[src/rtl/kts_pkg.sv]
package kts_pkg;

   localparam int unsigned ONE_Q16 = 65536;
   localparam logic [47:0] TWO_PI_Q30 = 48'd6746518852;
   localparam logic signed [33:0] PI_Q30 = 34'sd3373259426;
   localparam logic signed [34:0] TWO_PI_Q30_S = 35'sd6746518852;
   localparam logic signed [33:0] HALF_PI_Q30 = 34'sd1686629713;
   localparam logic signed [33:0] GAIN_Q30 = 34'sd652032874;
   localparam logic signed [33:0] ONE_Q30 = 34'sd1073741824;
   localparam int unsigned DIV_STEPS = 48;
   localparam int unsigned RED_STEPS = 15;

   typedef enum logic [4:0] {
      OP_NONE  = 5'd0,
      OP_LATCH = 5'd1,
      OP_FIRST = 5'd2,
      OP_PRIOR = 5'd3,
      OP_DIV   = 5'd4,
      OP_KSET  = 5'd5,
      OP_RAW   = 5'd6,
      OP_MUL   = 5'd7,
      OP_UPD   = 5'd8,
      OP_VMUL  = 5'd9,
      OP_VUPD  = 5'd10,
      OP_CORR  = 5'd11,
      OP_AINIT = 5'd12,
      OP_RED   = 5'd13,
      OP_FOLD  = 5'd14,
      OP_CORD  = 5'd15,
      OP_OUT   = 5'd16
   } op_type;

   typedef struct packed {
      op_type     op;
      logic [5:0] cnt;
      logic [1:0] ch;
   } cmd_type;

   typedef struct packed {
      logic first;
      logic out_busy;
   } status_type;

   function automatic logic [31:0] sat32(input logic signed [35:0] v);
      logic [31:0] r;
      if (v > 36'sd2147483647) r = 32'h7FFF_FFFF;
      else if (v < -36'sd2147483648) r = 32'h8000_0000;
      else r = v[31:0];
      return r;
   endfunction

   // arctangent of 2^-i in Q2.30
   function automatic logic [29:0] atan_q30(input logic [4:0] i);
      logic [29:0] r;
      case (i)
         5'd0: r = 30'd843314857;
         5'd1: r = 30'd497837829;
         5'd2: r = 30'd263043837;
         5'd3: r = 30'd133525159;
         5'd4: r = 30'd67021687;
         5'd5: r = 30'd33543516;
         5'd6: r = 30'd16775851;
         5'd7: r = 30'd8388437;
         5'd8: r = 30'd4194283;
         5'd9: r = 30'd2097149;
         default: r = 30'd1 << (5'd30 - i);
      endcase
      return r;
   endfunction

endpackage

[src/rtl/kts_ctrl.sv]
module kts_ctrl #(
   parameter int CORDIC_STEPS = 24
) (
   input  logic                clock,
   input  logic                reset,
   input  logic                req_tvalid,
   output logic                req_tready,
   input  kts_pkg::status_type status,
   output kts_pkg::cmd_type    cmd
);

   typedef enum logic [15:0] {
      S_IDLE  = 16'h0001,
      S_FIRST = 16'h0002,
      S_PRIOR = 16'h0004,
      S_DIV   = 16'h0008,
      S_KSET  = 16'h0010,
      S_RAW   = 16'h0020,
      S_MUL   = 16'h0040,
      S_UPD   = 16'h0080,
      S_VMUL  = 16'h0100,
      S_VUPD  = 16'h0200,
      S_CORR  = 16'h0400,
      S_AINIT = 16'h0800,
      S_RED   = 16'h1000,
      S_FOLD  = 16'h2000,
      S_CORD  = 16'h4000,
      S_OUT   = 16'h8000
   } state_type;

   localparam logic [5:0] DIV_LAST = 6'(kts_pkg::DIV_STEPS - 1);
   localparam logic [5:0] RED_LAST = 6'(kts_pkg::RED_STEPS - 1);
   localparam logic [5:0] CORD_LAST = 6'(CORDIC_STEPS - 1);

   state_type  state_ff, state_in;
   logic [5:0] cnt_ff, cnt_in;
   logic [1:0] ch_ff, ch_in;

   assign req_tready = (state_ff == S_IDLE);

   // sequence the filter, reduction and rotation steps
   always_comb begin
      state_in = state_ff;
      cnt_in = cnt_ff;
      ch_in = ch_ff;
      cmd.op = kts_pkg::OP_NONE;
      cmd.cnt = cnt_ff;
      cmd.ch = ch_ff;
      case (state_ff)
         S_IDLE: begin
            if (req_tvalid) begin
               cmd.op = kts_pkg::OP_LATCH;
               state_in = status.first ? S_FIRST : S_PRIOR;
            end
         end
         S_FIRST: begin
            cmd.op = kts_pkg::OP_FIRST;
            state_in = S_CORR;
         end
         S_PRIOR: begin
            cmd.op = kts_pkg::OP_PRIOR;
            cnt_in = '0;
            state_in = S_DIV;
         end
         S_DIV: begin
            cmd.op = kts_pkg::OP_DIV;
            cnt_in = cnt_ff + 6'd1;
            if (cnt_ff == DIV_LAST) state_in = S_KSET;
         end
         S_KSET: begin
            cmd.op = kts_pkg::OP_KSET;
            ch_in = '0;
            state_in = S_RAW;
         end
         S_RAW: begin
            cmd.op = kts_pkg::OP_RAW;
            state_in = S_MUL;
         end
         S_MUL: begin
            cmd.op = kts_pkg::OP_MUL;
            state_in = S_UPD;
         end
         S_UPD: begin
            cmd.op = kts_pkg::OP_UPD;
            ch_in = ch_ff + 2'd1;
            state_in = (ch_ff == 2'd2) ? S_VMUL : S_RAW;
         end
         S_VMUL: begin
            cmd.op = kts_pkg::OP_VMUL;
            state_in = S_VUPD;
         end
         S_VUPD: begin
            cmd.op = kts_pkg::OP_VUPD;
            state_in = S_CORR;
         end
         S_CORR: begin
            cmd.op = kts_pkg::OP_CORR;
            state_in = S_AINIT;
         end
         S_AINIT: begin
            cmd.op = kts_pkg::OP_AINIT;
            cnt_in = '0;
            state_in = S_RED;
         end
         S_RED: begin
            cmd.op = kts_pkg::OP_RED;
            cnt_in = cnt_ff + 6'd1;
            if (cnt_ff == RED_LAST) state_in = S_FOLD;
         end
         S_FOLD: begin
            cmd.op = kts_pkg::OP_FOLD;
            cnt_in = '0;
            state_in = S_CORD;
         end
         S_CORD: begin
            cmd.op = kts_pkg::OP_CORD;
            cnt_in = cnt_ff + 6'd1;
            if (cnt_ff == CORD_LAST) state_in = S_OUT;
         end
         S_OUT: begin
            // hold until the previous result is taken
            if (!status.out_busy) begin
               cmd.op = kts_pkg::OP_OUT;
               state_in = S_IDLE;
            end
         end
         default: state_in = S_IDLE;
      endcase
   end

   always_ff @(posedge clock) begin
      if (reset) begin
         state_ff <= S_IDLE;
         cnt_ff <= '0;
         ch_ff <= '0;
      end else begin
         state_ff <= state_in;
         cnt_ff <= cnt_in;
         ch_ff <= ch_in;
      end
   end

   a_accept_leaves_idle: assert property (@(posedge clock) disable iff (reset)
      (req_tvalid && req_tready) |=> (state_ff != S_IDLE))
      else $error("request accepted but controller stayed idle");
   a_cord_cnt: assert property (@(posedge clock) disable iff (reset)
      (state_ff == S_CORD) |-> (cnt_ff <= CORD_LAST))
      else $error("cordic counter past last step");
   a_ch_range: assert property (@(posedge clock) disable iff (reset)
      (state_ff == S_RAW || state_ff == S_UPD) |-> (ch_ff <= 2'd2))
      else $error("channel index out of range");

endmodule

[config.mk]
export PLATFORM = sky130hd
export DESIGN_NAME = kts_ctrl
export DESIGN_NICKNAME = d
export VERILOG_FILES = /design/src/rtl/kts_pkg.sv /design/src/rtl/kts_ctrl.sv
export SDC_FILE = /design/constraint.sdc
export NUM_CORES = 1
export LEC_CHECK = 0
export BUFFER_PORTS_ARGS = -buffer_cell sky130_fd_sc_hd__buf_2
export CAP_MARGIN = 20
export CORE_MARGIN = 5
export CORE_UTILIZATION = 35
export DETAILED_ROUTE_END_ITERATION = 7
export GPL_ROUTABILITY_DRIVEN = 0
export PLACE_DENSITY = 0.6
export SLEW_MARGIN = 20
export SYNTH_ARGS = -nofsm -noshare
export SYNTH_HDL_FRONTEND = slang
export SYNTH_SLANG_ARGS = --single-unit
[constraint.sdc]
create_clock -name clock -period 2.7 [get_ports clock]
set_clock_uncertainty 0.05 [all_clocks]
set_input_delay 0.135 -clock clock [delete_from_list [all_inputs] [get_ports clock]]
set_output_delay 0.135 -clock clock [all_outputs]
set_load 0.02 [all_outputs]
==> out/metrics.yaml, run 1 <==
synth.distinct_cells: 45
synth-edff-count: 0
clk_latency_ns: 0.27
cap_violations: 0
fin_ws_ns: 0.146
status: "finished, final reports clean"
drc_errors: 0
drive_above_1_share: 0.225
finalPower_mw: 0.783
finalCritPeriodShare: 0.946
rsz0062_at_grt: "no"
p_sw_mw: 0.227
htreeDepth: 1
syn2layout_area_growth_pct: 22.7
ys_ff_latch: 24
vias_per_cell: 5.74
grt_use_met1: 0.199
powerDensity_nw_per_um2: 455
wl_um: 3760
vias: 1457
placed_area_um2: 1650
core_um2: 3940
setup_violations: 0
cts_tree: "built"
fillers: 384
max_freq_mhz: 391
power_frac_comb: 0.211
critical_path.startpoint_type: "register"
hold_path_depth: 2
synth_top_area_frac: 0.342
worstPathCellList: "or4_1 -> buf_4 -> nor2_1 -> a32o_1 -> a31oi_1 -> nand3_1 -> buf_2"
gr-usage-met2: 0.242
relSlewSlack: 0.603
synth.avg_cell_area_um2: 8.21
syn_nets: 179
grt_overflow: 0
vdd_drop_max_mv: 0.190
critPathKind: "reg -> out"
ys_async_sr_fraction: 0
synth_most_common_cell: "dfxtp_1"
grt_pass1_wl_um: 6430
seq_area_um2: 480
arrival_ns: 2.37
cts_buffer_depth: 2
drtIter0Drc: 94
r2r_cells: 6
antenna_found_initial: 0
initial_utilization: 0.356
ioPinCount: 19
multi_input_area_um2: 897
grt_max_degree: 15
diodes: 0
first_pass_iters: 4
required_ns: 2.52
drtAntennaViolNets: 0
use_met3: 0.0260
postLayoutCellArea_um2: 1720
wl_per_cell_um: 14.8
top_usage_layer: "met2"
rows: 23
cts_made_buffers: 3
die_w_um: 73.3
die_area_um2: 5380
maxSlewViolCount: 0
power.leakage_nw: 0.684
min_period_ns: 2.55
dp_slack_ns: 0.178
clk_pin_slew_ns: 0.09
place_hpwl_um: 2850
synth_common_cells: "dfxtp_1, nor2_1, nand3_1"
crit_slowest_cell: "or4_1"
io_buffer_count: 18
synth.largest_area_cell: "dfxtp_1"
syn_inst: 171
p_int_mw: 0.556
cts_root_buffer: "clkbuf_8"
clock_power_share: 0.314
grt_pass1_vias: 1404
yosysWarnings: 0
setup-tns-final_ns: 0
pwr-share-seq: 0.474
hold_path_class: "in -> reg"
swShare: 0.290
hold_viol: 0
synthTopCellsByArea: "dfxtp_1, nand3_1, nor2_1, nor4b_1, nor4_1"
synthFlopType: "dfxtp_1"
synth_area_um2: 1400
grt_use_total: 0.152
worst_pin_slew_ns: 0.587
cts.sinks: 24
hold_slack_ns: 0.176
nNetsFinal: 213
crit_fanout: 7
die_y_um: 73.3
yosysSeqAreaShare: 0.342
endpoint_kind: "output pin"
max_stage_delay_ns: 0.59
critical path, delay by kind of cell (launching register included):
kind | cells | cell delay [ns]
AND/OR/NAND/NOR | 3 | 1.07
AO/OA/AOI/OAI | 2 | 0.31
flip-flops | 1 | 0.36
buffers and inverters | 2 | 0.36
cell usage in the layout (no fill, tap or decap), types with 3 or more instances in the layout:
| cell type | Yosys | routed |
|---|---|---|
| a21oi_1 | 7 | 7 |
| a31oi_1 | 5 | 5 |
| buf_2 | 3 | 18 |
| buf_4 | 0 | 15 |
| clkbuf_8 | 0 | 4 |
| dfxtp_1 | 24 | 24 |
| ha_1 | 3 | 3 |
| inv_1 | 4 | 4 |
| nand2_1 | 8 | 8 |
| nand2b_1 | 3 | 3 |
| nand3_1 | 17 | 17 |
| nand4_1 | 3 | 3 |
| nand4b_1 | 4 | 4 |
| nor2_1 | 19 | 19 |
| nor3_1 | 7 | 6 |
| nor4_1 | 8 | 7 |
| nor4b_1 | 7 | 7 |
| o21ai_0 | 4 | 4 |
| or4_1 | 5 | 5 |
| or4b_2 | 4 | 4 |
final timing paths:
path                                                from                endpoint  slack [ns]
worst max-delay path            state_ff[4]$_SDFFE_PP0P_                 cmd[11]        0.15
worst min-delay path                               reset   ch_ff[0]$_SDFFE_PP0P_        0.18
worst max register to register  state_ff[0]$_SDFFE_PP1P_  cnt_ff[4]$_SDFFE_PP0P_        0.15
worst min register to register     ch_ff[0]$_SDFFE_PP0P_   ch_ff[0]$_SDFFE_PP0P_        0.44
stage by stage:
stage / util / cells
floorplan: - / 171
global placement: 0.417 / 248
detailed placement: 0.417 / 248
CTS: 0.434 / 253
global route: 0.437 / 254
finish: 0.437 / 254
metal layers:
| metal | routed length, um | share of wire |
|---|---|---|
| met1 | 1770 | 0.47 |
| met3 | 152 | 0.040 |
| met2 | 1730 | 0.46 |
| met5 | 0 | 0 |
| met4 | 114 | 0.030 |
timing repair:
item                                    4_1_cts  5_1_grt
hold buffers                                  1        0
resized for setup                             0        1
setup buffers                                 0        1
hold endpoints to repair                      1        0
endpoints found under the setup margin        0        2
registers in the layout, indices dropped and copies added, names as in the netlist:
register and flops:
cnt_ff 6, state_ff 16, ch_ff 2
layout make-up:
type                       instances  share of cell area
clock buffer                       4              0.0320
inverter                           4             0.00871
multi-input combinational        138               0.521
sequential                        24               0.279
tap                               50              0.0363
timing repair buffer              34               0.123
power groups by stage:
stage	combinational, mW	clock, mW	sequential [mW]
global route	0.180	0.268	0.374
global placement	0.163	0	0.379
CTS	0.162	0.253	0.372
detailed placement	0.160	0	0.380
floorplan	0.100	0	0.378
finish	0.165	0.246	0.372
cell families (layout without fill, tap and decap cells):
family                     Yosys count  after routing  share of synthesized area
AOI/OAI and AO/OA                   31             31                      0.152
xor gates and xnor gates             3              3                     0.0187
adders and majority gates            3              3                     0.0267
buffers and inverters                9             42                     0.0267
DFF                                 24             24                      0.342
and+or+nand+nor                    101            101                      0.433
No activity file was read; power rests on OpenSTA's default activity.
==> run 2: changes to the inputs <==
==> constraint.sdc (replaced) <==
create_clock -name clock -period 2.7 [get_ports clock]
set_clock_uncertainty 0.05 [all_clocks]
set_input_delay 0.135 -clock clock [delete_from_list [all_inputs] [get_ports clock]]
set_output_delay 0.135 -clock clock [all_outputs]
set_load 0.05 [all_outputs]
==> run 2 against run 1 <==
  * Fmax shrank 1.4%
  * Non-clock buffer count shrank 2
  * Power shrank 0.36%
  * Clock power shrank 15%
  * Final cell count shrank 1.2%
  * Via count grew 0.55%
  * First-iteration DRC count grew 9.6%
  * Worst setup slack lost 0.036 ns
  * Count of clock-buffer cells in the layout shrank 1
  * Combinational power grew 20%
  * Core utilization shrank 0.54 points
  * Largest cell class unchanged
  * Largest power group unchanged
  * Highest routed layer unchanged
==> out/metrics.yaml, run 2 (synthesis results as in run 1) <==
grt_pass1_wl_um: 6150  # -4.3%
postLayoutCellArea_um2: 1700  # -1.2%
grt_pass1_vias: 1355  # -3.5%
endpoint: "cmd[10]"
cts.sinks: 24  # unchanged
wl_um: 3750  # -0.29%
critPathKind: "reg -> out"
nNetsFinal: 211  # -0.94%
worstPathCellList: "or4_1 -> or4_4 -> a211o_1 -> nand3_1 -> buf_2"
grt_max_degree: 15  # unchanged
crit_start: "state_ff[0]$_SDFFE_PP1P_"
hold_viol: 0  # unchanged
syn2layout_area_growth_pct: 21.2
diodes: 0  # unchanged
cts_root_buffer: "clkbuf_8"
crit_buf_inv: 1  # -1
endpoint_kind: "output pin"
reg2reg_to: "cnt_ff[3]$_SDFFE_PP0P_"
fillers: 406  # +5.7%
drtAntennaViolNets: 0  # unchanged
place_hpwl_um: 2890  # +1.5%
first_pass_iters: 4  # unchanged
antenna_found_initial: 0  # unchanged
initial_utilization: 0.356  # unchanged
setup_violations: 0  # unchanged
final_cell_mix: "dfxtp_1, nor2_1, buf_2"
drtIter0Drc: 103  # +9.6%
power.leakage_nw: 0.662  # -3.3%
utilization: 0.432  # -0.00539
drive_above_1_share: 0.214  # -0.0116
finalCritPeriodShare: 0.960  # +0.0134
die_w_um: 73.3  # unchanged
grt_use_total: 0.145  # -0.00749
core_um2: 3940  # unchanged
max_stage_delay_ns: 0.57  # -0.02 ns
top_register: "state_ff"
largest_register_ffs: 16  # unchanged
min_period_ns: 2.59  # +0.0363 ns
cts_buffer_depth: 2  # unchanged
fin_ws_ns: 0.109  # -0.0363 ns
rsz0062_at_grt: "no"
crit_fanout: 6  # -1
required_ns: 2.52  # about the same
wl_per_cell_um: 14.9  # +0.90%
maxSlewViolCount: 0  # unchanged
r2r_cells: 6  # unchanged
grt_overflow: 0  # unchanged
die_y_um: 73.3  # unchanged
setup-tns-final_ns: 0  # unchanged
rows: 23  # unchanged
worst_pin_slew_ns: 0.655  # +0.0673 ns
timing.critical_path.max_delay_family: "simple AND/OR/NAND/NOR gates"
powerDensity_nw_per_um2: 459  # +0.89%
io_buffer_count: 18  # unchanged
worstReg2RegStart: "state_ff[0]$_SDFFE_PP1P_"
hold_path_class: "in -> reg"
clk_pin_slew_ns: 0.08  # about the same
crit_slowest_cell: "or4_1"
vias_per_cell: 5.84  # +1.8%
cts_made_buffers: 3  # unchanged
htreeDepth: 1  # unchanged
finalPower_mw: 0.780  # -0.36%
vdd_drop_max_mv: 0.233  # +23%
drc_errors: 0  # unchanged
relSlewSlack: 0.557  # -0.0455
top_regs: "state_ff x16, cnt_ff x6, ch_ff x2"
dp_slack_ns: 0.211  # +0.0323 ns
arrival_ns: 2.41  # +0.04 ns
cts_tree: "built"
status: "finished, final reports clean"
cap_violations: 0  # unchanged
cp_num_cells: 5  # -2
placed_area_um2: 1630  # -0.84%
max_freq_mhz: 386  # -1.4%
critical_path.startpoint_type: "register"
die_area_um2: 5380  # unchanged
clk_latency_ns: 0.27  # about the same
ioPinCount: 19  # unchanged
r2r_setup_slack_ns: 0.17  # +0.02 ns
vias: 1465  # +0.55%
layout_commonest_cell: "dfxtp_1"
-- run 2: power by group --
group / internal (mW) / switching (mW) / total (mW)
clock network: 0.0998 / 0.111 / 0.210
registers: 0.362 / 0.00974 / 0.372
logic: 0.0698 / 0.128 / 0.198
total: 0.532 / 0.249 / 0.780
-- run 2: per-layer routing --
layer | up-vias | part of all wire | wire length (um) | GRT usage
li1 | 734 | - | - | -
met1 | 672 | 0.48 | 1800 | 0.199
met2 | 51 | 0.46 | 1730 | 0.222
met3 | 8 | 0.042 | 158 | 0.0246
met4 | 0 | 0.017 | 63 | 0.0604
met5 | - | 0 | 0 | 0
-- run 2: layout make-up --
class | instances | area [um^2] | area share
Inverter | 4 | 15.0 | 0.00882
Tap cell | 50 | 62.6 | 0.0368
Timing Repair Buffer | 32 | 198 | 0.116
Clock buffer | 3 | 41.3 | 0.0243
Multi-Input combinational cell | 138 | 905 | 0.532
Sequential cell | 24 | 480 | 0.282
-- run 2: worst min path at each step --
stage / from / to / cells after the start
finish: reset / state_ff[12]$_SDFFE_PP0P_ / 2
global route: reset / state_ff[12]$_SDFFE_PP0P_ / 2
CTS: reset / state_ff[12]$_SDFFE_PP0P_ / 2
detailed placement: status[1] / state_ff[2]$_SDFFE_PP0P_ / 2
global placement: status[1] / state_ff[2]$_SDFFE_PP0P_ / 2
floorplan: reset / cnt_ff[2]$_SDFFE_PP0P_ / 1
-- run 2: stage by stage --
| stage | instances | hold slack (ns) |
|---|---|---|
| after floorplan | 171 | 0.157 |
| after global placement | 245 | 0.267 |
| after detailed placement | 245 | 0.273 |
| after CTS | 249 | 0.168 |
| after global routing | 251 | 0.206 |
| final | 251 | 0.164 |
-- run 2: what timing repair did --
| action | 4_1_cts | 5_1_grt |
|---|---|---|
| hold buffers | 1 | 0 |
| endpoints found under the setup margin | 0 | 2 |
| hold endpoints to repair | 1 | 0 |
| buffers inserted | 0 | 2 |
| resized for setup | 0 | 1 |
